==> config.mk <==
export PLATFORM = sky130hd
export DESIGN_NAME = payload_protocol_classifier
export DESIGN_NICKNAME = d
export VERILOG_FILES = /design/src/rtl/ppc_pkg.sv /design/src/rtl/ppc_fifo.sv /design/src/rtl/ppc_front.sv /design/src/rtl/ppc_classify.sv /design/src/rtl/payload_protocol_classifier.sv
export VERILOG_INCLUDE_DIRS = /design/src /design/src/rtl
export SDC_FILE = /design/constraint.sdc
export NUM_CORES = 1
export LEC_CHECK = 0
export ABC_AREA = 0
export BUFFER_PORTS_ARGS = -buffer_cell sky130_fd_sc_hd__buf_2
export CELL_PAD_IN_SITES_DETAIL_PLACEMENT = 1
export CELL_PAD_IN_SITES_GLOBAL_PLACEMENT = 2
export CORE_MARGIN = 2
export CORE_UTILIZATION = 40
export CTS_CLUSTER_SIZE = 30
export DETAILED_ROUTE_END_ITERATION = 8
export PLACE_DENSITY = 0.84
export SLEW_MARGIN = 20
export SYNTH_ARGS = -nofsm -noshare
export SYNTH_HDL_FRONTEND = slang
export SYNTH_HIERARCHICAL = 1
export SYNTH_SLANG_ARGS = --single-unit
==> constraint.sdc <==
create_clock -name clock -period 4.5 [get_ports clock]
set_clock_uncertainty 0.15 [all_clocks]
set_input_delay 0.45 -clock clock [delete_from_list [all_inputs] [get_ports clock]]
set_output_delay 0.45 -clock clock [all_outputs]
set_load 0.01 [all_outputs]
==> src/rtl/payload_protocol_classifier_defines.svh <==
// Assertion macros shared by the classifier RTL.
// Depends on nothing; files that assert include it by name.
`ifndef PAYLOAD_PROTOCOL_CLASSIFIER_DEFINES_SVH
`define PAYLOAD_PROTOCOL_CLASSIFIER_DEFINES_SVH
`ifndef SYNTHESIS
// clocked check, disabled while reset is high
`define PPC_ASSERT(name, clk, rst, prop) \
   name: assert property (@(posedge clk) disable iff (rst) prop) \
      else $error("ppc assertion failed");
// clocked check that also holds through reset
`define PPC_ASSERT_ALWAYS(name, clk, prop) \
   name: assert property (@(posedge clk) prop) \
      else $error("ppc assertion failed");
`else
`define PPC_ASSERT(name, clk, rst, prop)
`define PPC_ASSERT_ALWAYS(name, clk, prop)
`endif
`endif

==> src/rtl/ppc_pkg.sv <==
// Types, codes and prefix tables for the payload protocol classifier.
// No dependencies.
`default_nettype none

package ppc_pkg;

   localparam int DNS_HDR_LEN  = 12;
   localparam int NUM_METHODS  = 9;
   localparam int NUM_RESP     = 3;
   localparam int PREFIX_BYTES = 8;

   // protocol codes
   localparam logic [2:0] PROTO_UNKNOWN  = 3'd0;
   localparam logic [2:0] PROTO_HTTP_REQ = 3'd1;
   localparam logic [2:0] PROTO_HTTP_RSP = 3'd2;
   localparam logic [2:0] PROTO_TLS      = 3'd3;
   localparam logic [2:0] PROTO_DNS      = 3'd4;

   localparam logic [3:0] METHOD_NONE = 4'd0;

   localparam logic [7:0]  TLS_TYPE_MIN = 8'd20;
   localparam logic [7:0]  TLS_TYPE_MAX = 8'd23;
   localparam logic [7:0]  TLS_MAJOR    = 8'd3;
   localparam logic [15:0] TLS_MIN_LEN  = 16'd3;
   localparam logic [15:0] DNS_MIN_LEN  = 16'd12;
   localparam logic [15:0] COUNT_MAX    = 16'hFFFF;

   // CSR map: word address is paddr[2]
   localparam int          CSR_ADDR_W     = 3;
   localparam logic        REG_DNS_PORT   = 1'b0;
   localparam logic [15:0] DNS_PORT_RESET = 16'd53;

   typedef struct packed {
      logic [7:0]  data_byte;
      logic        last_byte;
      logic        is_udp;
      logic [15:0] src_port;
      logic [15:0] dst_port;
   } ppc_req_type;

   typedef struct packed {
      logic [2:0]  protocol;
      logic [3:0]  method;
      logic [15:0] byte_total;
      logic [15:0] dns_id;
      logic [15:0] dns_flags;
      logic [15:0] dns_questions;
      logic [15:0] dns_answers;
      logic [15:0] dns_authority;
      logic [15:0] dns_additional;
   } ppc_rsp_type;

   // byte i of the payload head is head[i]
   typedef logic [DNS_HDR_LEN-1:0][7:0] ppc_head_type;

   // finished payload handed from front to back
   typedef struct packed {
      ppc_head_type head;
      logic [15:0]  len;
      logic         is_udp;
      logic         port_match;
   } ppc_job_type;

   // text is right-aligned ASCII, first char in the highest used byte
   typedef struct packed {
      logic [8*PREFIX_BYTES-1:0] text;
      logic [3:0]                len;
   } ppc_prefix_type;

   localparam ppc_prefix_type METHOD_TAB [NUM_METHODS] = '{
      '{text: 64'("GET "),     len: 4'd4},
      '{text: 64'("POST "),    len: 4'd5},
      '{text: 64'("HEAD "),    len: 4'd5},
      '{text: 64'("PUT "),     len: 4'd4},
      '{text: 64'("DELETE "),  len: 4'd7},
      '{text: 64'("OPTIONS "), len: 4'd8},
      '{text: 64'("PATCH "),   len: 4'd6},
      '{text: 64'("CONNECT "), len: 4'd8},
      '{text: 64'("TRACE "),   len: 4'd6}
   };

   localparam ppc_prefix_type RESP_TAB [NUM_RESP] = '{
      '{text: 64'("HTTP/1.0"), len: 4'd8},
      '{text: 64'("HTTP/1.1"), len: 4'd8},
      '{text: 64'("HTTP/2"),   len: 4'd6}
   };

   // payload starts with the prefix and is at least as long
   function automatic logic prefix_hit(input ppc_head_type head, input logic [15:0] len,
                                       input ppc_prefix_type p);
      logic hit;
      int   k;
      hit = (len >= 16'(p.len));
      k   = 0;
      for (int j = 0; j < PREFIX_BYTES; j++) begin
         if (j < int'(p.len)) begin
            k = int'(p.len) - 1 - j;
            if (head[j] != p.text[k*8 +: 8]) begin
               hit = 1'b0;
            end
         end
      end
      return hit;
   endfunction

endpackage

`default_nettype wire

==> src/rtl/ppc_fifo.sv <==
// Small register FIFO used for the job queue and the result queue.
// Depends on payload_protocol_classifier_defines.svh.
`default_nettype none
`include "payload_protocol_classifier_defines.svh"

module ppc_fifo #(
   parameter int WIDTH = 8,
   parameter int DEPTH = 2
) (
   input  wire logic             clock,
   input  wire logic             reset,
   input  wire logic             push,
   input  wire logic [WIDTH-1:0] din,
   output logic                  full,
   input  wire logic             pop,
   output logic      [WIDTH-1:0] dout,
   output logic                  empty
);

   localparam int PTR_W = (DEPTH > 1) ? $clog2(DEPTH) : 1;
   localparam int CNT_W = $clog2(DEPTH + 1);

   logic [WIDTH-1:0] mem_ff [DEPTH];
   logic [PTR_W-1:0] wr_ptr_ff, wr_ptr_in;
   logic [PTR_W-1:0] rd_ptr_ff, rd_ptr_in;
   logic [CNT_W-1:0] count_ff, count_in;
   logic             do_push, do_pop;

   assign full    = (count_ff == CNT_W'(DEPTH));
   assign empty   = (count_ff == '0);
   assign do_push = push && !full;
   assign do_pop  = pop && !empty;
   assign dout    = mem_ff[rd_ptr_ff];

   always_comb begin
      wr_ptr_in = wr_ptr_ff;
      rd_ptr_in = rd_ptr_ff;
      count_in  = count_ff;
      if (do_push) begin
         wr_ptr_in = (wr_ptr_ff == PTR_W'(DEPTH - 1)) ? '0 : wr_ptr_ff + 1'b1;
      end
      if (do_pop) begin
         rd_ptr_in = (rd_ptr_ff == PTR_W'(DEPTH - 1)) ? '0 : rd_ptr_ff + 1'b1;
      end
      if (do_push && !do_pop) begin
         count_in = count_ff + 1'b1;
      end else if (do_pop && !do_push) begin
         count_in = count_ff - 1'b1;
      end
   end

   always_ff @(posedge clock) begin
      if (reset) begin
         wr_ptr_ff <= '0;
         rd_ptr_ff <= '0;
         count_ff  <= '0;
      end else begin
         wr_ptr_ff <= wr_ptr_in;
         rd_ptr_ff <= rd_ptr_in;
         count_ff  <= count_in;
      end
   end

   always_ff @(posedge clock) begin
      if (do_push) begin
         mem_ff[wr_ptr_ff] <= din;
      end
   end

   `PPC_ASSERT(a_cnt_bound, clock, reset, count_ff <= CNT_W'(DEPTH))
   `PPC_ASSERT(a_push_fills, clock, reset, (do_push && !do_pop) |=> !empty)
   `PPC_ASSERT(a_pop_drains, clock, reset, (do_pop && !do_push) |=> !full)

endmodule

`default_nettype wire

==> src/rtl/ppc_front.sv <==
// Front end: takes payload bytes, keeps the head bytes and the byte count,
// and emits one job per payload. Depends on ppc_pkg and the defines header.
`default_nettype none
`include "payload_protocol_classifier_defines.svh"

module ppc_front #(
   parameter int HEAD_DEPTH = 12
) (
   input  wire logic                clock,
   input  wire logic                reset,
   input  wire logic                push,
   input  wire ppc_pkg::ppc_req_type req_data,
   output logic                     full,
   input  wire logic [15:0]         dns_port,
   output logic                     job_push,
   output ppc_pkg::ppc_job_type     job_data,
   input  wire logic                job_full
);
   import ppc_pkg::*;

   localparam int IDX_W = $clog2(HEAD_DEPTH);

   logic [7:0]  head_ff [HEAD_DEPTH];
   logic [15:0] count_ff, count_in;
   logic [15:0] count_inc;
   logic        accept;
   logic        store;

   // stall every byte while the job queue is full
   assign full      = job_full;
   assign accept    = push && !job_full;
   assign store     = accept && (count_ff < 16'(HEAD_DEPTH));
   assign count_inc = (count_ff == COUNT_MAX) ? count_ff : count_ff + 16'd1;
   assign job_push  = accept && req_data.last_byte;

   always_comb begin
      count_in = count_ff;
      if (accept) begin
         count_in = req_data.last_byte ? 16'd0 : count_inc;
      end
   end

   always_ff @(posedge clock) begin
      if (reset) begin
         count_ff <= '0;
      end else begin
         count_ff <= count_in;
      end
   end

   always_ff @(posedge clock) begin
      if (store) begin
         head_ff[count_ff[IDX_W-1:0]] <= req_data.data_byte;
      end
   end

   // head as it stands after this byte is written
   for (genvar i = 0; i < DNS_HDR_LEN; i++) begin : g_head
      assign job_data.head[i] = (count_ff == 16'(i)) ? req_data.data_byte : head_ff[i];
   end

   assign job_data.len        = count_inc;
   assign job_data.is_udp     = req_data.is_udp;
   assign job_data.port_match = (req_data.src_port == dns_port) ||
                                (req_data.dst_port == dns_port);

   `PPC_ASSERT(a_last_clears, clock, reset, (accept && req_data.last_byte) |=> count_ff == 16'd0)
   `PPC_ASSERT(a_mid_counts, clock, reset, (accept && !req_data.last_byte) |=> count_ff != 16'd0)
   `PPC_ASSERT(a_idle_holds, clock, reset, !accept |=> $stable(count_ff))

endmodule

`default_nettype wire

==> src/rtl/ppc_classify.sv <==
// Back end: turns a finished payload job into one result.
// Depends on ppc_pkg.
`default_nettype none

module ppc_classify (
   input  wire ppc_pkg::ppc_job_type job,
   output ppc_pkg::ppc_rsp_type      rsp
);
   import ppc_pkg::*;

   logic [3:0] method;
   logic       resp_hit;
   logic       tls_hit;

   // first matching method wins
   always_comb begin
      method = METHOD_NONE;
      for (int i = NUM_METHODS - 1; i >= 0; i--) begin
         if (prefix_hit(job.head, job.len, METHOD_TAB[i])) begin
            method = 4'(i + 1);
         end
      end
   end

   always_comb begin
      resp_hit = 1'b0;
      for (int i = 0; i < NUM_RESP; i++) begin
         if (prefix_hit(job.head, job.len, RESP_TAB[i])) begin
            resp_hit = 1'b1;
         end
      end
   end

   assign tls_hit = (job.len >= TLS_MIN_LEN) && (job.head[0] >= TLS_TYPE_MIN) &&
                    (job.head[0] <= TLS_TYPE_MAX) && (job.head[1] == TLS_MAJOR);

   always_comb begin
      rsp            = '0;
      rsp.byte_total = job.len;
      if (!job.is_udp) begin
         if (method != METHOD_NONE) begin
            rsp.protocol = PROTO_HTTP_REQ;
            rsp.method   = method;
         end else if (resp_hit) begin
            rsp.protocol = PROTO_HTTP_RSP;
         end else if (tls_hit) begin
            rsp.protocol = PROTO_TLS;
         end
      end else if (job.len >= DNS_MIN_LEN && job.port_match) begin
         rsp.protocol       = PROTO_DNS;
         rsp.dns_id         = {job.head[0],  job.head[1]};
         rsp.dns_flags      = {job.head[2],  job.head[3]};
         rsp.dns_questions  = {job.head[4],  job.head[5]};
         rsp.dns_answers    = {job.head[6],  job.head[7]};
         rsp.dns_authority  = {job.head[8],  job.head[9]};
         rsp.dns_additional = {job.head[10], job.head[11]};
      end
   end

endmodule

`default_nettype wire

==> src/rtl/payload_protocol_classifier.sv <==
// Top level of the payload protocol classifier: CSR, front end, job queue,
// classifier and result queue. Depends on ppc_pkg, ppc_front, ppc_fifo, ppc_classify.
`default_nettype none

// Payload bytes enter one per cycle on the push/full queue port, first byte
// first, last_byte set on the final one; is_udp and both ports are taken from
// the last byte. The front end stores the first HEAD_DEPTH bytes and a count
// that saturates at 65535, and on the last byte hands the payload head, length
// and a dns_port match flag to a JOB_DEPTH-entry job queue. The back end
// combinationally classifies the oldest job and writes the result into an
// RSP_DEPTH-entry result queue read through empty/pop. Throughput is one byte
// per cycle while full is low; a result passes through the job queue and
// then the result queue before it shows on rsp_data. full rises
// only when both queues back up behind a stalled pop, and then holds every
// byte, not only last bytes. dns_port (reset 53) sits at byte address 0 of
// the CSR port and should be written while no payload is in flight; pready
// is tied high.

module payload_protocol_classifier #(
   parameter int HEAD_DEPTH = 12,
   parameter int JOB_DEPTH  = 2,
   parameter int RSP_DEPTH  = 2
) (
   input  wire logic                          clock,
   input  wire logic                          reset,
   // input payload bytes
   input  wire logic                          push,
   input  wire ppc_pkg::ppc_req_type          req_data,
   output logic                               full,
   // results
   output logic                               empty,
   input  wire logic                          pop,
   output ppc_pkg::ppc_rsp_type               rsp_data,
   // CSR port
   input  wire logic                          psel,
   input  wire logic                          penable,
   input  wire logic                          pwrite,
   input  wire logic [ppc_pkg::CSR_ADDR_W-1:0] paddr,
   input  wire logic [31:0]                   pwdata,
   output logic      [31:0]                   prdata,
   output logic                               pready
);
   import ppc_pkg::*;

   logic [15:0] dns_port_ff, dns_port_in;
   logic        csr_wr;

   ppc_job_type job_in, job_out;
   logic        job_push, job_full, job_empty;
   logic        job_pop;
   ppc_rsp_type rsp_in;
   logic        rsp_full;

   // ---------------- CSR ----------------
   assign pready = 1'b1;
   // transfer lands on the access cycle; byte lanes within the word ignored
   assign csr_wr = psel && penable && pwrite && pready;

   always_comb begin
      dns_port_in = dns_port_ff;
      if (csr_wr && paddr[2] == REG_DNS_PORT) begin
         dns_port_in = pwdata[15:0];
      end
   end

   always_ff @(posedge clock) begin
      if (reset) begin
         dns_port_ff <= DNS_PORT_RESET;
      end else begin
         dns_port_ff <= dns_port_in;
      end
   end

   assign prdata = (paddr[2] == REG_DNS_PORT) ? {16'd0, dns_port_ff} : 32'd0;

   // ---------------- front end ----------------
   ppc_front #(
      .HEAD_DEPTH (HEAD_DEPTH)
   ) u_front (
      .clock    (clock),
      .reset    (reset),
      .push     (push),
      .req_data (req_data),
      .full     (full),
      .dns_port (dns_port_ff),
      .job_push (job_push),
      .job_data (job_in),
      .job_full (job_full)
   );

   // ---------------- job queue ----------------
   // decouples byte intake from result drain
   ppc_fifo #(
      .WIDTH ($bits(ppc_job_type)),
      .DEPTH (JOB_DEPTH)
   ) u_job_q (
      .clock (clock),
      .reset (reset),
      .push  (job_push),
      .din   (job_in),
      .full  (job_full),
      .pop   (job_pop),
      .dout  (job_out),
      .empty (job_empty)
   );

   // ---------------- back end ----------------
   // one job classified per cycle whenever the result queue has room
   assign job_pop = !job_empty && !rsp_full;

   ppc_classify u_classify (
      .job (job_out),
      .rsp (rsp_in)
   );

   ppc_fifo #(
      .WIDTH ($bits(ppc_rsp_type)),
      .DEPTH (RSP_DEPTH)
   ) u_rsp_q (
      .clock (clock),
      .reset (reset),
      .push  (job_pop),
      .din   (rsp_in),
      .full  (rsp_full),
      .pop   (pop),
      .dout  (rsp_data),
      .empty (empty)
   );

endmodule

`default_nettype wire
==> results.py <==
metrics = {
    "clock_network": {
        "clk_latency_ps": 590,
        "postCtsResizedCells": 0,
        "clk_pin_slew_worst_paths_ps": 60,
        "cts.sinks": 604,
        "cts_root_buf": "clkbuf_16",
        "htree_num_levels": 3,
        "hold_buffers": 17,
        "clockBufferDepth": 3,
        "cts_setup_buffers": 0,
        "cts_tree": "built",
        "numCtsBuffers": 66,
    },
    "timing": {
        "whs_ps": 111,
        "setup_ws_ps": 792,
        "final.period_utilization_pct": 82.4,
        "drv_slew": 0,
        "worstMarginPinSlew_ps": 1050,
        "tns_ps": 0,
        "period_minus_slack_ps": 3710,
        "max_freq_mhz": 270,
        "setup_viol": 0,
        "max_slew_margin_pct": 29.9,
        "hold_viol_final": 0,
        "rsz0062_at_grt": "false",
    },
    "global_route": {
        "grt_max_degree": 61,
        "antenna_found_initial": 0,
        "grt_pass1_vias": 15200,
        "grt_pass1_wl_mm": 92.4,
        "grt_use_total_pct": 18.0,
        "gr-total-overflow": 0,
    },
    "die": {
        "dieArea_um2": 67800,
        "initial_core_util_pct": 40.6,
        "core_area_um2": 64700,
        "die_height_um": 260,
        "io-pin-count": 238,
        "rows": 93,
        "die_w_um": 260,
    },
    "worst_setup_path": {
        "critPathMaxFanout": 43,
        "critPathArrivalTime_ps": 4000,
        "endpoint_kind": "register",
        "crit_required_ps": 4790,
        "path_class": "reg -> reg",
        "worstSetupStartpointType": "register",
    },
    "synthesis": {
        "synth.largest_area_cell": "edfxtp_1",
        "avgSynthCellArea_um2": 16.5,
        "synth_area_leaders": "edfxtp_1 64%, mux2_2 11%, mux2_4 3.9%",
        "synth_top_area_share_pct": 64.2,
        "syn_area_um2": 26300,
        "ys_ff_latch": 604,
        "synth_ff_type": "edfxtp_1",
        "synth-async-reset-ratio_pct": 0,
        "yosysWarnings": 6,
        "synth_cells": 1589,
        "yosysUniqueCellTypes": 72,
        "ys_seq_area_share_pct": 67.4,
        "synth_edf_count": 562,
    },
    "cells_and_area": {
        "area_delta_synth_final_pct": 14.9,
        "antenna_cells": 0,
        "fin_cells": 2721,
        "final_cell_mix": "562 x edfxtp_1, 261 x mux2_2, 202 x buf_2",
        "finish.utilization_pct": 46.7,
        "drive_gt1_share_pct": 37.9,
        "final_common_cell": "edfxtp_1",
        "nNetsFinal": 1910,
    },
    "routing": {
        "remaining_drc_errors": 0,
        "wl_per_cell_um": 22.2,
        "via_per_inst": 5.16,
        "wirelength_mm": 60.4,
        "dr.pass1.iters": 5,
        "ant_nets": 0,
        "drtIter0Drc": 916,
        "vias": 14000,
    },
    "placed_design": {
        "dp_cells": 2590,
        "dpl.hpwl_mm": 39.4,
        "portBuffers": 202,
        "pre_cts_ws_ps": 800,
        "finalWeightedCongestion": 0.863,
    },
    "pwr": {
        "ir_worst_vdd_mv": 0.378,
        "leakage_uw": 0.0105,
        "p_per_area_nw_per_um2": 556,
    },
    "worst_hold_path": {
        "hold_class": "in -> reg",
    },
    "run": {
        "maxCapViolations": 0,
    },
    "outcome": {
        "status": "complete, no violations",
    },
}
per-stage QoR:
stage / power (uW) / cell area (um^2)
5_1_grt: 17600 / 30200
3_3_place_gp: 11800 / 28100
4_1_cts: 17000 / 30200
6_report: 16800 / 30200
2_1_floorplan: 10500 / 26300
3_5_place_dp: 12000 / 28100
cell type report:
class,instances,area (um^2)
repair buffers,251,1520
well taps,855,1070
multi-input cells,886,7870
inverters,11,46.3
clock buffers,80,1740
fillers,6381,34500
flip-flops and latches,604,17700
clock inverters,34,235
flip-flops by register name (all words and copies together), names as in the netlist, named ones only:
| register | count |
|---|---|
| u_front/head_ff | 96 |
| u_rsp_q/wr_ptr_ff | 1 |
| u_job_q/count_ff | 2 |
| u_job_q/mem_ff | 228 |
| u_front/count_ff | 16 |
| u_job_q/rd_ptr_ff | 1 |
| dns_port_ff | 16 |
| u_job_q/wr_ptr_ff | 1 |
| u_rsp_q/count_ff | 2 |
| u_rsp_q/rd_ptr_ff | 1 |
| u_rsp_q/mem_ff | 238 |
Yosys cell counts (all sizes together), types with 7 or more instances:
master	number
nand2b	28
nor3	24
nor2b	17
or4	11
dfxtp	42
nand4	18
o21ai	18
mux2i	17
and2	102
nor2	59
nor4	26
or3	8
clkbuf	31
xor2	43
buf	72
a21oi	23
nand3	14
nand2	38
inv	11
mux2	329
and2b	7
edfxtp	562
xnor2	8
nor4b	11
path summary, 6_finish.rpt:
check,startpoint,slack (ps),endpoint,depth (start not counted)
min,push,110,u_front/count_ff[11],4
max reg2reg,register,790,u_rsp_q/mem_ff[1][117],9
min reg2reg,u_rsp_q/wr_ptr_ff,350,u_rsp_q/wr_ptr_ff,2
max,register,790,u_rsp_q/mem_ff[1][117],9
kinds of logic (layout without fill, tap and decap cells):
family | Yosys count | count (layout) | synth area share (%)
flip-flops | 604 | 604 | 67.4
buffers and inverters | 114 | 376 | 2.90
multiplexers | 346 | 346 | 15.7
adder cells (fa/ha/maj) | 6 | 6 | 0.286
AND/OR/NAND/NOR | 400 | 400 | 10.3
other | 2 | 17 | 0.0286
XOR/XNOR | 51 | 51 | 1.70
AO/OA/AOI/OAI | 66 | 66 | 1.63
power breakdown:
part	switching, uW	leakage (uW)	internal [uW]	total, uW
clock	2140	0.000971	2860	5000
sequential	324	0.00553	7310	7630
combinational	2440	0.00405	1710	4160
routing by layer:
metal / share of wire (%) / routed length [um] / track usage (%) / up-vias
met3: 4.2 / 2540 / 2.80 / 89
met2: 51 / 30600 / 31.1 / 306
met1: 43 / 26000 / 23.1 / 7188
met4: 2.1 / 1280 / 5.84 / 0
met5: 0 / 0 / 0 / -
li1: - / - / - / 6457
critical path, stage by stage, from the launching register on:
cell and delay, ps:
dfxtp_4 690, buf_12 350, buf_4 330, mux2_4 340, nor4_1 340, nand2_1 200, nor3_1 250, a21oi_1 120
or4_4 550, a21oi_2 180
Power figures use the tool's default switching activity.
